`config.mk`:
```
export PLATFORM = sky130hd
export DESIGN_NAME = altitude_rise_run_detector
export DESIGN_NICKNAME = d
export VERILOG_FILES = /design/src/hw/rtl/ardr_pkg.sv /design/src/hw/rtl/ardr_ctrl.sv /design/src/hw/rtl/ardr_dp.sv /design/src/hw/rtl/altitude_rise_run_detector.sv
export VERILOG_INCLUDE_DIRS = /design/src /design/src/hw/rtl
export SDC_FILE = /design/constraint.sdc
export NUM_CORES = 2
export LEC_CHECK = 0
export BUFFER_PORTS_ARGS = -buffer_cell sky130_fd_sc_hd__buf_2
export CAP_MARGIN = 15
export CELL_PAD_IN_SITES_DETAIL_PLACEMENT = 0
export CELL_PAD_IN_SITES_GLOBAL_PLACEMENT = 1
export CORE_MARGIN = 3
export CORE_UTILIZATION = 35
export DETAILED_ROUTE_END_ITERATION = 12
export PLACE_DENSITY = 0.6
export RECOVER_POWER = 25
export SYNTH_ARGS = -nofsm -noshare
export SYNTH_HDL_FRONTEND = slang
export SYNTH_SLANG_ARGS = --single-unit
```
`constraint.sdc`:
```
create_clock -name clk -period 8.1 [get_ports clk]
set_input_delay 0.405 -clock clk [delete_from_list [all_inputs] [get_ports clk]]
set_output_delay 0.405 -clock clk [all_outputs]
set_load 0.1 [all_outputs]
```
`src/hw/rtl/altitude_rise_run_detector_defines.svh`:
```
// ----------------------------------------------------------------------------
// Altitude rise run detector assertion macros
// Shared assertion macros, compiled out when NO_ASSERTIONS is defined.
// ----------------------------------------------------------------------------
`ifndef ALTITUDE_RISE_RUN_DETECTOR_DEFINES_SVH
`define ALTITUDE_RISE_RUN_DETECTOR_DEFINES_SVH
`ifndef NO_ASSERTIONS
`define ARRD_ASSERT_SAME(lbl, ante, cons, msg) \
	lbl: assert property (@(posedge clk) disable iff (!arst_n) (ante) |-> (cons)) \
		else $error(msg);
`define ARRD_ASSERT_NEXT(lbl, ante, cons, msg) \
	lbl: assert property (@(posedge clk) disable iff (!arst_n) (ante) |=> (cons)) \
		else $error(msg);
`else
`define ARRD_ASSERT_SAME(lbl, ante, cons, msg)
`define ARRD_ASSERT_NEXT(lbl, ante, cons, msg)
`endif
`endif

```
`src/hw/rtl/ardr_pkg.sv`:
```
// ----------------------------------------------------------------------------
// Altitude rise run detector package
// Shared types and constants for the controller and the datapath.
// ----------------------------------------------------------------------------
package ardr_pkg;

	localparam int SAMPLE_W = 32;
	localparam int THR_W = 20;
	localparam int RUN_W = 6;
	localparam int REG_IDX_W = 1;

	localparam logic [THR_W-1:0] THR_RESET = 20'd4000;
	localparam logic [RUN_W-1:0] RUN_RESET = 6'd10;

	typedef enum logic [REG_IDX_W-1:0] {
		REG_RISE_THRESHOLD = 1'b0,
		REG_RUN_LENGTH     = 1'b1
	} ardr_reg_t;

	typedef struct packed {
		logic accept;
		logic update;
		logic bound;
		logic issue;
		logic emit;
	} ardr_cmd_t;

	typedef struct packed {
		logic empty;
		logic last_issue;
		logic pipe_busy;
		logic out_busy;
	} ardr_sts_t;

endpackage

```
`src/hw/rtl/ardr_ctrl.sv`:
```
// ----------------------------------------------------------------------------
// Altitude rise run detector controller
// Sequences one word through ring update, bound setup, scan and result.
// ----------------------------------------------------------------------------
module ardr_ctrl (
	input  logic               clk,
	input  logic               arst_n,
	input  logic               altitude_valid,
	output logic               altitude_stall,
	input  ardr_pkg::ardr_sts_t sts,
	output ardr_pkg::ardr_cmd_t cmd
);

	typedef enum logic [5:0] {
		S_IDLE  = 6'b000001,
		S_OLD   = 6'b000010,
		S_BOUND = 6'b000100,
		S_SCAN  = 6'b001000,
		S_DRAIN = 6'b010000,
		S_DONE  = 6'b100000
	} state_t;

	state_t state_q;
	state_t state_d;

	always_ff @(posedge clk or negedge arst_n) begin
		if (!arst_n) begin
			state_q <= S_IDLE;
		end else begin
			state_q <= state_d;
		end
	end

	always_comb begin
		state_d = state_q;
		cmd = '0;
		unique case (state_q)
			S_IDLE: begin
				if (altitude_valid) begin
					cmd.accept = 1'b1;
					state_d = S_OLD;
				end
			end
			S_OLD: begin
				cmd.update = 1'b1;
				state_d = S_BOUND;
			end
			S_BOUND: begin
				cmd.bound = 1'b1;
				state_d = sts.empty ? S_DONE : S_SCAN;
			end
			S_SCAN: begin
				cmd.issue = 1'b1;
				if (sts.last_issue) begin
					state_d = S_DRAIN;
				end
			end
			S_DRAIN: begin
				if (!sts.pipe_busy) begin
					state_d = S_DONE;
				end
			end
			S_DONE: begin
				if (!sts.out_busy) begin
					cmd.emit = 1'b1;
					state_d = S_IDLE;
				end
			end
			default: begin
				state_d = S_IDLE;
			end
		endcase
	end

	assign altitude_stall = (state_q != S_IDLE);

endmodule

```
`src/hw/rtl/ardr_dp.sv`:
```
// ----------------------------------------------------------------------------
// Altitude rise run detector datapath
// Sample ring, running sum and count, scan pipeline and result register.
// ----------------------------------------------------------------------------
module ardr_dp #(
	parameter int DEPTH = 60
) (
	input  logic                                 clk,
	input  logic                                 arst_n,
	input  ardr_pkg::ardr_cmd_t                  cmd,
	output ardr_pkg::ardr_sts_t                  sts,
	input  logic signed [ardr_pkg::SAMPLE_W-1:0] altitude,
	input  logic                                 cfg_valid,
	input  logic [ardr_pkg::REG_IDX_W-1:0]       cfg_index,
	input  logic [ardr_pkg::THR_W-1:0]           cfg_data,
	output logic                                 result_valid,
	input  logic                                 result_stall,
	output logic                                 launch_now,
	output logic                                 launch_latched,
	output logic                                 data_present
);

	localparam int AW = $clog2(DEPTH);
	localparam int CNT_W = $clog2(DEPTH + 1);
	localparam int CMP_W = ardr_pkg::SAMPLE_W + CNT_W + 1;
	localparam logic signed [CMP_W-1:0] DEPTH_S = CMP_W'(DEPTH);
	localparam logic [AW-1:0] LAST_ADDR = AW'(DEPTH - 1);

	logic [ardr_pkg::SAMPLE_W-1:0] mem [DEPTH];
	logic [DEPTH-1:0]              vld_q;
	logic [ardr_pkg::SAMPLE_W-1:0] rd_q;
	logic                          rd_vld_q;
	logic [AW-1:0]                 rd_addr;

	logic signed [ardr_pkg::SAMPLE_W-1:0] sample_q;
	logic signed [ardr_pkg::SAMPLE_W-1:0] rd_eff;
	logic [AW-1:0]                        wp_q;
	logic [AW-1:0]                        wp_next;
	logic signed [CMP_W-1:0]              sum_q;
	logic [CNT_W-1:0]                     cnt_q;
	logic [CNT_W-1:0]                     cnt_next;

	logic [ardr_pkg::THR_W-1:0] thr_q;
	logic [ardr_pkg::RUN_W-1:0] run_len_q;
	logic [ardr_pkg::RUN_W-1:0] need;

	logic signed [CMP_W-1:0]    bound_q;
	logic [AW-1:0]              scan_addr_q;
	logic [AW-1:0]              scan_cnt_q;
	logic                       pv1_q;
	logic                       pv2_q;
	logic signed [CMP_W-1:0]    prod_s2;
	logic [ardr_pkg::RUN_W-1:0] run_q;
	logic                       found_q;
	logic                       latch_q;
	logic                       hit;

	assign rd_addr = cmd.issue ? scan_addr_q : wp_q;
	assign rd_eff = rd_vld_q ? $signed(rd_q) : '0;
	assign wp_next = (wp_q == LAST_ADDR) ? '0 : wp_q + 1'b1;
	assign need = (run_len_q == '0) ? ardr_pkg::RUN_W'(1) : run_len_q;
	assign hit = pv2_q && (prod_s2 > bound_q);

	always_comb begin
		cnt_next = cnt_q;
		if (rd_eff != '0) begin
			cnt_next = cnt_next - 1'b1;
		end
		if (sample_q != '0) begin
			cnt_next = cnt_next + 1'b1;
		end
	end

	always_ff @(posedge clk) begin
		if (cmd.update) begin
			mem[wp_q] <= sample_q;
		end
		rd_q <= mem[rd_addr];
		rd_vld_q <= vld_q[rd_addr];
	end

	always_ff @(posedge clk) begin
		if (cmd.accept) begin
			sample_q <= altitude;
		end
		if (cmd.update) begin
			scan_addr_q <= wp_next;
		end else if (cmd.issue) begin
			scan_addr_q <= (scan_addr_q == LAST_ADDR) ? '0 : scan_addr_q + 1'b1;
		end
		if (cmd.bound) begin
			bound_q <= sum_q + $signed(CMP_W'(thr_q) * CMP_W'(DEPTH));
		end
		prod_s2 <= CMP_W'(rd_eff) * DEPTH_S;
		if (cmd.emit) begin
			launch_now <= found_q;
			launch_latched <= latch_q | found_q;
			data_present <= (cnt_q != '0);
		end
	end

	always_ff @(posedge clk or negedge arst_n) begin
		if (!arst_n) begin
			vld_q <= '0;
			wp_q <= '0;
			sum_q <= '0;
			cnt_q <= '0;
			thr_q <= ardr_pkg::THR_RESET;
			run_len_q <= ardr_pkg::RUN_RESET;
			scan_cnt_q <= '0;
			pv1_q <= 1'b0;
			pv2_q <= 1'b0;
			run_q <= '0;
			found_q <= 1'b0;
			latch_q <= 1'b0;
			result_valid <= 1'b0;
		end else begin
			if (cfg_valid) begin
				unique case (ardr_pkg::ardr_reg_t'(cfg_index))
					ardr_pkg::REG_RISE_THRESHOLD: thr_q <= cfg_data;
					ardr_pkg::REG_RUN_LENGTH:     run_len_q <= cfg_data[ardr_pkg::RUN_W-1:0];
					default: begin
					end
				endcase
			end
			if (cmd.update) begin
				vld_q[wp_q] <= 1'b1;
				wp_q <= wp_next;
				sum_q <= sum_q - CMP_W'(rd_eff) + CMP_W'(sample_q);
				cnt_q <= cnt_next;
			end
			if (cmd.bound) begin
				scan_cnt_q <= '0;
			end else if (cmd.issue) begin
				scan_cnt_q <= scan_cnt_q + 1'b1;
			end
			pv1_q <= cmd.issue;
			pv2_q <= pv1_q;
			if (cmd.bound) begin
				run_q <= '0;
				found_q <= 1'b0;
			end else if (hit) begin
				if ({1'b0, run_q} + 1'b1 >= {1'b0, need}) begin
					found_q <= 1'b1;
				end else begin
					run_q <= run_q + 1'b1;
				end
			end else if (pv2_q) begin
				run_q <= '0;
			end
			if (cmd.emit) begin
				latch_q <= latch_q | found_q;
				result_valid <= 1'b1;
			end else if (!result_stall) begin
				result_valid <= 1'b0;
			end
		end
	end

	assign sts.empty = (cnt_q == '0);
	assign sts.last_issue = (scan_cnt_q == LAST_ADDR);
	assign sts.pipe_busy = pv1_q | pv2_q;
	assign sts.out_busy = result_valid & result_stall;

endmodule

```
`src/hw/rtl/altitude_rise_run_detector.sv`:
```
// ----------------------------------------------------------------------------
// Altitude rise run detector
// Detects a launch from a run of altitude samples above the window mean.
// ----------------------------------------------------------------------------
// Each altitude word replaces the oldest of DEPTH stored samples, and the
// ring is then scanned oldest first, one stored sample per cycle through the
// single read port of the sample memory, looking for run_length consecutive
// samples above the window mean plus rise_threshold. A new word is not
// accepted until the last one has finished its scan and result, and the
// scan is skipped when every stored sample is zero. The result register
// lets a new word be taken while the last result is still waiting on
// result_stall. The configuration port is always ready.
module altitude_rise_run_detector #(
	parameter int DEPTH = 60
) (
	input  logic                                 clk,
	input  logic                                 arst_n,
	input  logic                                 altitude_valid,
	output logic                                 altitude_stall,
	input  logic signed [ardr_pkg::SAMPLE_W-1:0] altitude,
	output logic                                 result_valid,
	input  logic                                 result_stall,
	output logic                                 launch_now,
	output logic                                 launch_latched,
	output logic                                 data_present,
	input  logic                                 cfg_valid,
	output logic                                 cfg_ready,
	input  logic [ardr_pkg::REG_IDX_W-1:0]       cfg_index,
	input  logic [ardr_pkg::THR_W-1:0]           cfg_data
);

	`include "altitude_rise_run_detector_defines.svh"

	ardr_pkg::ardr_cmd_t cmd;
	ardr_pkg::ardr_sts_t sts;

	assign cfg_ready = 1'b1;

	ardr_ctrl u_ctrl (
		.clk            (clk),
		.arst_n         (arst_n),
		.altitude_valid (altitude_valid),
		.altitude_stall (altitude_stall),
		.sts            (sts),
		.cmd            (cmd)
	);

	ardr_dp #(
		.DEPTH (DEPTH)
	) u_dp (
		.clk            (clk),
		.arst_n         (arst_n),
		.cmd            (cmd),
		.sts            (sts),
		.altitude       (altitude),
		.cfg_valid      (cfg_valid & cfg_ready),
		.cfg_index      (cfg_index),
		.cfg_data       (cfg_data),
		.result_valid   (result_valid),
		.result_stall   (result_stall),
		.launch_now     (launch_now),
		.launch_latched (launch_latched),
		.data_present   (data_present)
	);

	`ARRD_ASSERT_NEXT(a_busy_after_accept, altitude_valid && !altitude_stall, altitude_stall, "word accepted without going busy")
	`ARRD_ASSERT_SAME(a_launch_latched, result_valid && launch_now, launch_latched, "launch not latched")
	`ARRD_ASSERT_SAME(a_launch_needs_data, result_valid && launch_now, data_present, "launch on empty window")

endmodule
```
# Word level (Yosys, flattened, before mapping)
# Memories as Yosys holds them, arrays and structs flattened. A register that Yosys moved wholly into a read port is not among the register bits.
# Cells that the tools add are included.
# Widths: inputs -> output; s select.
# totals
ram_bits	1920
ff_bits	278
mem_bits_ro	0
latch_bits	0
out_inout_bits	6
word_cells	117
inputBits	58
mem_count	1
# classes
muxes	39
div	0
addsub	10
magnitude_cmp	5
n_reduce_logical	17
bitwise	5
shifts	0
eq_ne	16
n_mul	2
# mem_list
memory	words	width	read_ports	rd_clocked_by_memory_dff	wr	line	source
u_dp.mem	60	32	1	1	1	ardr_dp.sv:29	logic [ardr_pkg::SAMPLE_W-1:0] mem [DEPTH];
# op_table
op	count
$mux 6	19
$reduce_bool 32->1	2
$or 60x60->60	1
$add 39x27->39	1
$add 39x32->39	1
$gt 39x39->1	1
$sub 39x32->39	1
$mul 32x5->37 const B	1
$pmux 6 s6	1
$mux 32	1
$add 6x1->6 const B	5
$eq 6x6->1 const B	4
$mul 20x4->24 const B	1
$mux 1	16
$lt 6x7->1 const B	2
$logic_not 6->1	2
$ne 2x2->1 const B	4
$reduce_and 2->1	4
$reduce_bool 2->1	4
$add 6x1->7 const B	1
$ge 7x6->1	1
$bmux 1 s6	1
$demux 1 s6	1
$eq 6x1->1 const B	1
other kinds (16)	18

# Logic depth before layout (Yosys ltp)
# depth
depth_word	6
depth_mapped	22
ltp_nobuf	22

# Modules after synthesis
# A second synthesis with hierarchy kept.
# hier_totals
hier_cells	5717
area_unflattened_um2	96605.2
# by_module_without_submodules
mod	area_each_um2	n_inst	cells_each	seq_area_each_um2
ardr_dp	96186.0	1	5674	65322.6
ardr_ctrl	407.9	1	41	151.4
altitude_rise_run_detector	11.3	1	2	0.0

# Worst setup path after synthesis
# Ideal clock, no wire load.
# synth_path
path_kind	register -> register
start	register u_dp.thr_q[7] in the netlist's numbering
end	register u_dp.bound_q[38], data pin
arrival_ps	5275
n_path_buf	0
setup_ps	271
setup_slack_ps	2554
required_time_ps	7829
synth_period_minus_slack_ps	5546
path_stages_with_launch	22
cell_sequence	dfstp_2 > inv_1 > fa_1 > fa_1 > inv_1 > ha_1 > nand2_1 > nor4_1 > nor2_1 > and2_1 > o21bai_1 > a21oi_1 > xnor2_1 > ha_1 > a2111oi_0 > nand2_1 > o21ai_0 > a211o_1 > a21oi_1 > o41ai_1 > nor4_1 > xor2_1
# synth_via
elab_chain_len	2
# synth_rtl
element	line	source
from (decl)	ardr_dp.sv:43	logic [ardr_pkg::THR_W-1:0] thr_q;
from (signal assigned)	ardr_dp.sv:108	thr_q <= ardr_pkg::THR_RESET;
from (signal assigned)	ardr_dp.sv:120	ardr_pkg::REG_RISE_THRESHOLD: thr_q <= cfg_data;
$mul 20x4->24	ardr_dp.sv:92	bound_q <= sum_q + $signed(CMP_W'(thr_q) * CMP_W'(DEPTH));
$add 39x27->39	ardr_dp.sv:92	
to (signal assigned)	ardr_dp.sv:92	
to (decl)	ardr_dp.sv:47	logic signed [CMP_W-1:0] bound_q;
# Every way passes these cells.
# A chain may end at the register's enable or synchronous reset.

# Final worst setup path
# layout_path
start	register u_dp.sample_q[22] in the netlist's numbering
end	register u_dp.sum_q[34]
# layout_via
elab_chain_len	1
# layout_rtl
element	line	source
from (decl)	ardr_dp.sv:35	logic signed [ardr_pkg::SAMPLE_W-1:0] sample_q;
from (signal assigned)	ardr_dp.sv:84	sample_q <= altitude;
$add 39x32->39	ardr_dp.sv:129	sum_q <= sum_q - CMP_W'(rd_eff) + CMP_W'(sample_q);
to (signal assigned)	ardr_dp.sv:129	
to (decl)	ardr_dp.sv:39	logic signed [CMP_W-1:0] sum_q;
# Every way passes these cells.

==> results_dict.tcl <==
set metrics [dict create \
    outcome "complete, but fails checks" \
    violations "capacitance limit, slew limit" \
    design_area_sq_mm 0.112 \
    vias 63400 \
    cp_common_cell "inv_1" \
    h-tree-depth 4 \
    ys_types 83 \
    cts_resized 0 \
    globalRouteMet3Util_pct 3.23 \
    numCtsBuffers 243 \
    finalPower_uw 48500 \
    pre_cts_ws_ps 2310 \
    cp_slowest_cell "clkbuf_1" \
    path_buf_inv 3 \
    synth_area_sq_mm 0.0975 \
    arrival_ps 7740 \
    maxSlewViolCount 868 \
    clk_path_buf_depth 4 \
    grt.overflow.total 0 \
    p_leak_uw 0.0405 \
    yosysSeqAreaShare_pct 67.1 \
    hp-class "in -> reg" \
    instances_no_fill 11700 \
    finalHoldViolations 0 \
    grt_use_met1_pct 31.5 \
    worst_slew_pin_slew_ps 4040 \
    grt_use_met2_pct 34.8 \
    path_class "reg -> reg" \
    place_area_sq_mm 0.103 \
    maxCapViolCount 18 \
    cts_tree "done" \
    synthToLayoutAreaGrowth_pct 14.4 \
    ant_nets 0 \
    chipWidth_microns 534 \
    finClkSkew_ps 102 \
    grt_pass1_vias 61800 \
    synth_edf_count 2000 \
    grtUsageTotal_pct 22.1 \
    synth_seq_cells 2230 \
    min_period_ps 6940 \
    syn_inst 7563 \
    synth_ff_type "edfxtp_1" \
    rows 193 \
    drt-initial-drc-count 7450 \
    grt_pass1_wl_mm 459 \
    crit_path_start_kind "register" \
    fill_cells 25900 \
    first_pass_iters 5 \
    cp_max_fo 62 \
    worstSetupEndpointType "register" \
    cts_root_buffer "clkbuf_16" \
    pin_count 64 \
    dieArea_sq_mm 0.285 \
    dp.cells 11100 \
    portBuffers 62 \
    max-vdd-ir-drop_mv 0.434 \
    place_congestion 0.845 \
    drc_errors 0 \
    path_clk_slew_ps 60 \
    rsz0062_at_grt "no" \
    die_h_microns 534 \
    grt_max_degree 145 \
    setup_viol 0 \
    worstPathCellList "clkbuf_1, inv_1, fa_1, inv_1, ha_1, nand3_1, nor3_1, nand2b_1, a211oi_1, o21ai_0, a21oi_1, nor2_1, xnor2_1, mux2_2" \
    post_cts_buffers 0 \
    yosys_warnings 0 \
    timing.fmax_mhz 144 \
    antenna_found_initial 19 \
    top_usage_layer "met2" \
    fin_ws_ps 1160 \
    place_hpwl_mm 187 \
    synth_nets 7980 \
    required_ps 8900 \
    async_flop_share_pct 7.17 \
    via_per_inst 5.44 \
    syn_avg_cell_area_sq_um 12.9 \
    fin_crit_sh_pct 85.7 \
    routedWlPerCell_microns 27.7 \
    clock_latency_ps 950 \
    initial_utilization_pct 35.2 \
    core_area_sq_mm 0.277 \
    critPathMaxStageDelay_ps 2800 \
    nets 8158 \
    drive_gt1_share_pct 10.6 \
    clock_sinks 2230 \
    slew_headroom_pct -170 \
    power_density_mw_per_mm2 435 \
    cp_top_family "buffers and inverters" \
    fin_tns_setup_ps 0 \
    wirelength_mm 322 \
]
## power breakdown
part           switching (uW)  leakage, uW  total [uW]  internal [uW]
registers                 639       0.0207       14700          14100
logic                   15000       0.0160       22900           7920
clock network            4650      0.00378       10900           6270
## registers in the layout, indices dropped and copies added (netlist names), 6 cells and up
name / flops
u_dp.mem: 1920
u_dp.vld_q: 60
u_dp.rd_q: 32
u_dp.bound_q: 39
u_dp.prod_s2: 37
u_dp.sample_q: 32
u_dp.scan_cnt_q: 6
u_dp.run_q: 6
u_dp.wp_q: 6
u_dp.thr_q: 20
u_ctrl.state_q: 6
u_dp.run_len_q: 6
u_dp.cnt_q: 6
u_dp.scan_addr_q: 6
u_dp.sum_q: 39
## cell usage in the layout, fill, tap and decap left out, drive strengths merged, types with 17 or more instances in the layout
| cell type | n |
|---|---|
| a211oi | 41 |
| a31oi | 141 |
| nor4 | 23 |
| inv | 434 |
| nand2 | 1746 |
| xor2 | 50 |
| o21ai | 142 |
| mux4 | 94 |
| clkbuf | 376 |
| a21o | 53 |
| dfxtp | 70 |
| a22oi | 29 |
| mux2i | 21 |
| dlygate4sd3 | 55 |
| or2 | 69 |
| nand4 | 24 |
| nand3 | 420 |
| ha | 224 |
| nor3 | 50 |
| and3 | 151 |
| a21oi | 319 |
| buf | 236 |
| o2111ai | 94 |
| nand3b | 17 |
| nor2b | 17 |
| o211ai | 47 |
| edfxtp | 2000 |
| a22o | 23 |
| fa | 135 |
| bufinv | 17 |
| clkinv | 83 |
| a311oi | 64 |
| dfrtp | 151 |
| a2111oi | 85 |
| xnor2 | 92 |
| nor2 | 152 |
| nand2b | 24 |
## tightest hold or removal path, cell delays in order
cell	delay, ps
buf_2	90
nor2b_2	40
buf_4	230
nand2_1	100
o21ai_0	70
## cell usage after synthesis, drive strengths merged (10+ instances only)
cell type  number  area, sq um
o21a           16          120
nor2          152          573
or3            11         68.8
nor3           50          262
a211o          14          123
and3          151          945
nand2        1746         6550
a31oi         141          882
buf           140          719
a22o           23          201
dfxtp          70         1400
xor2           50          438
nor2b          17          106
nand3b         17          128
a22oi          29          218
a21o           53          398
mux2i          21          210
xnor2          92          806
a32o           10          100
a211oi         41          308
dfrtp         151         3780
ha            224         2800
a21oi         319         1600
or2            69          432
o21ai         142          714
o211ai         47          353
nand4          24          150
nand3         420         2100
inv           427         1600
o2111ai        94          823
mux4           94         2120
edfxtp       2000        60100
o21bai         11         82.6
nor4           23          144
fa            135         2700
mux2           11          124
nand2b         24          150
a2111oi        85          752
a311oi         64          561
clkbuf        257          965
## worst paths after layout
check	start	endpoint	slack, ps	cells after the start
setup / recovery	u_dp.sample_q[22]$_DFFE_PP_	u_dp.sum_q[34]$_DFFE_PN0P_	1160	14
hold / removal	cfg_index	u_dp.thr_q[16]$_DFFE_PN0P_	100	5
setup reg to reg	u_dp.sample_q[22]$_DFFE_PP_	u_dp.sum_q[34]$_DFFE_PN0P_	1160	14
hold reg to reg	u_dp.pv1_q$_DFF_PN0_	u_dp.pv2_q$_DFF_PN0_	380	0
max in group asynchronous	arst_n	u_dp.vld_q[39]$_DFFE_PN0P_	2150	3
min in group asynchronous	arst_n	u_dp.result_valid$_DFFE_PN0P_	1070	2
## logic make-up (layout without fill, tap and decap cells)
logic type                 after synthesis  in the layout  synth area share [%]
DFF                                   2230           2230                  67.1
adders and majority gates              359            359                  5.64
and+or+nand+nor                       2734           2734                  12.1
other                                    1              8               0.00384
AOI/OAI and AO/OA                     1147           1147                  7.91
muxes                                  126            126                  2.51
buffers and inverters                  824           1206                  3.37
xor gates and xnor gates               142            142                  1.28
## repair_timing
| action | CTS | global route |
|---|---|---|
| endpoints found under the hold margin | 114 | 0 |
| hold buffers | 55 | 0 |
| endpoints found under the setup margin | 0 | 0 |
## area by class of cell
class	count	area, sq um	area share, %
Antenna cell	7	17.5	0.0157
Tap cell	3705	4640	4.16
Clock buffer	338	6670	5.98
Clock inverter	111	1110	0.996
Inverter	427	1600	1.44
Timing Repair Buffer	330	2570	2.31
Sequential cell	2230	65500	58.7
Multi-Input combinational cell	4509	29500	26.4
## per-layer routing
layer,vias to the layer above,wire length (microns)
met1,32600,140000
met4,10,10600
met3,467,24300
li1,28000,-
met2,2428,147000
met5,-,69
## metrics by stage
stage          utilization (%)  hold WS (ps)
6_report                  40.3           101
5_1_grt                   40.3           118
4_1_cts                   40.3          8.67
3_5_place_dp              37.3           368
3_3_place_gp              37.3           355
2_1_floorplan                -           109
Note: power is estimated with default switching activity, not from simulation.
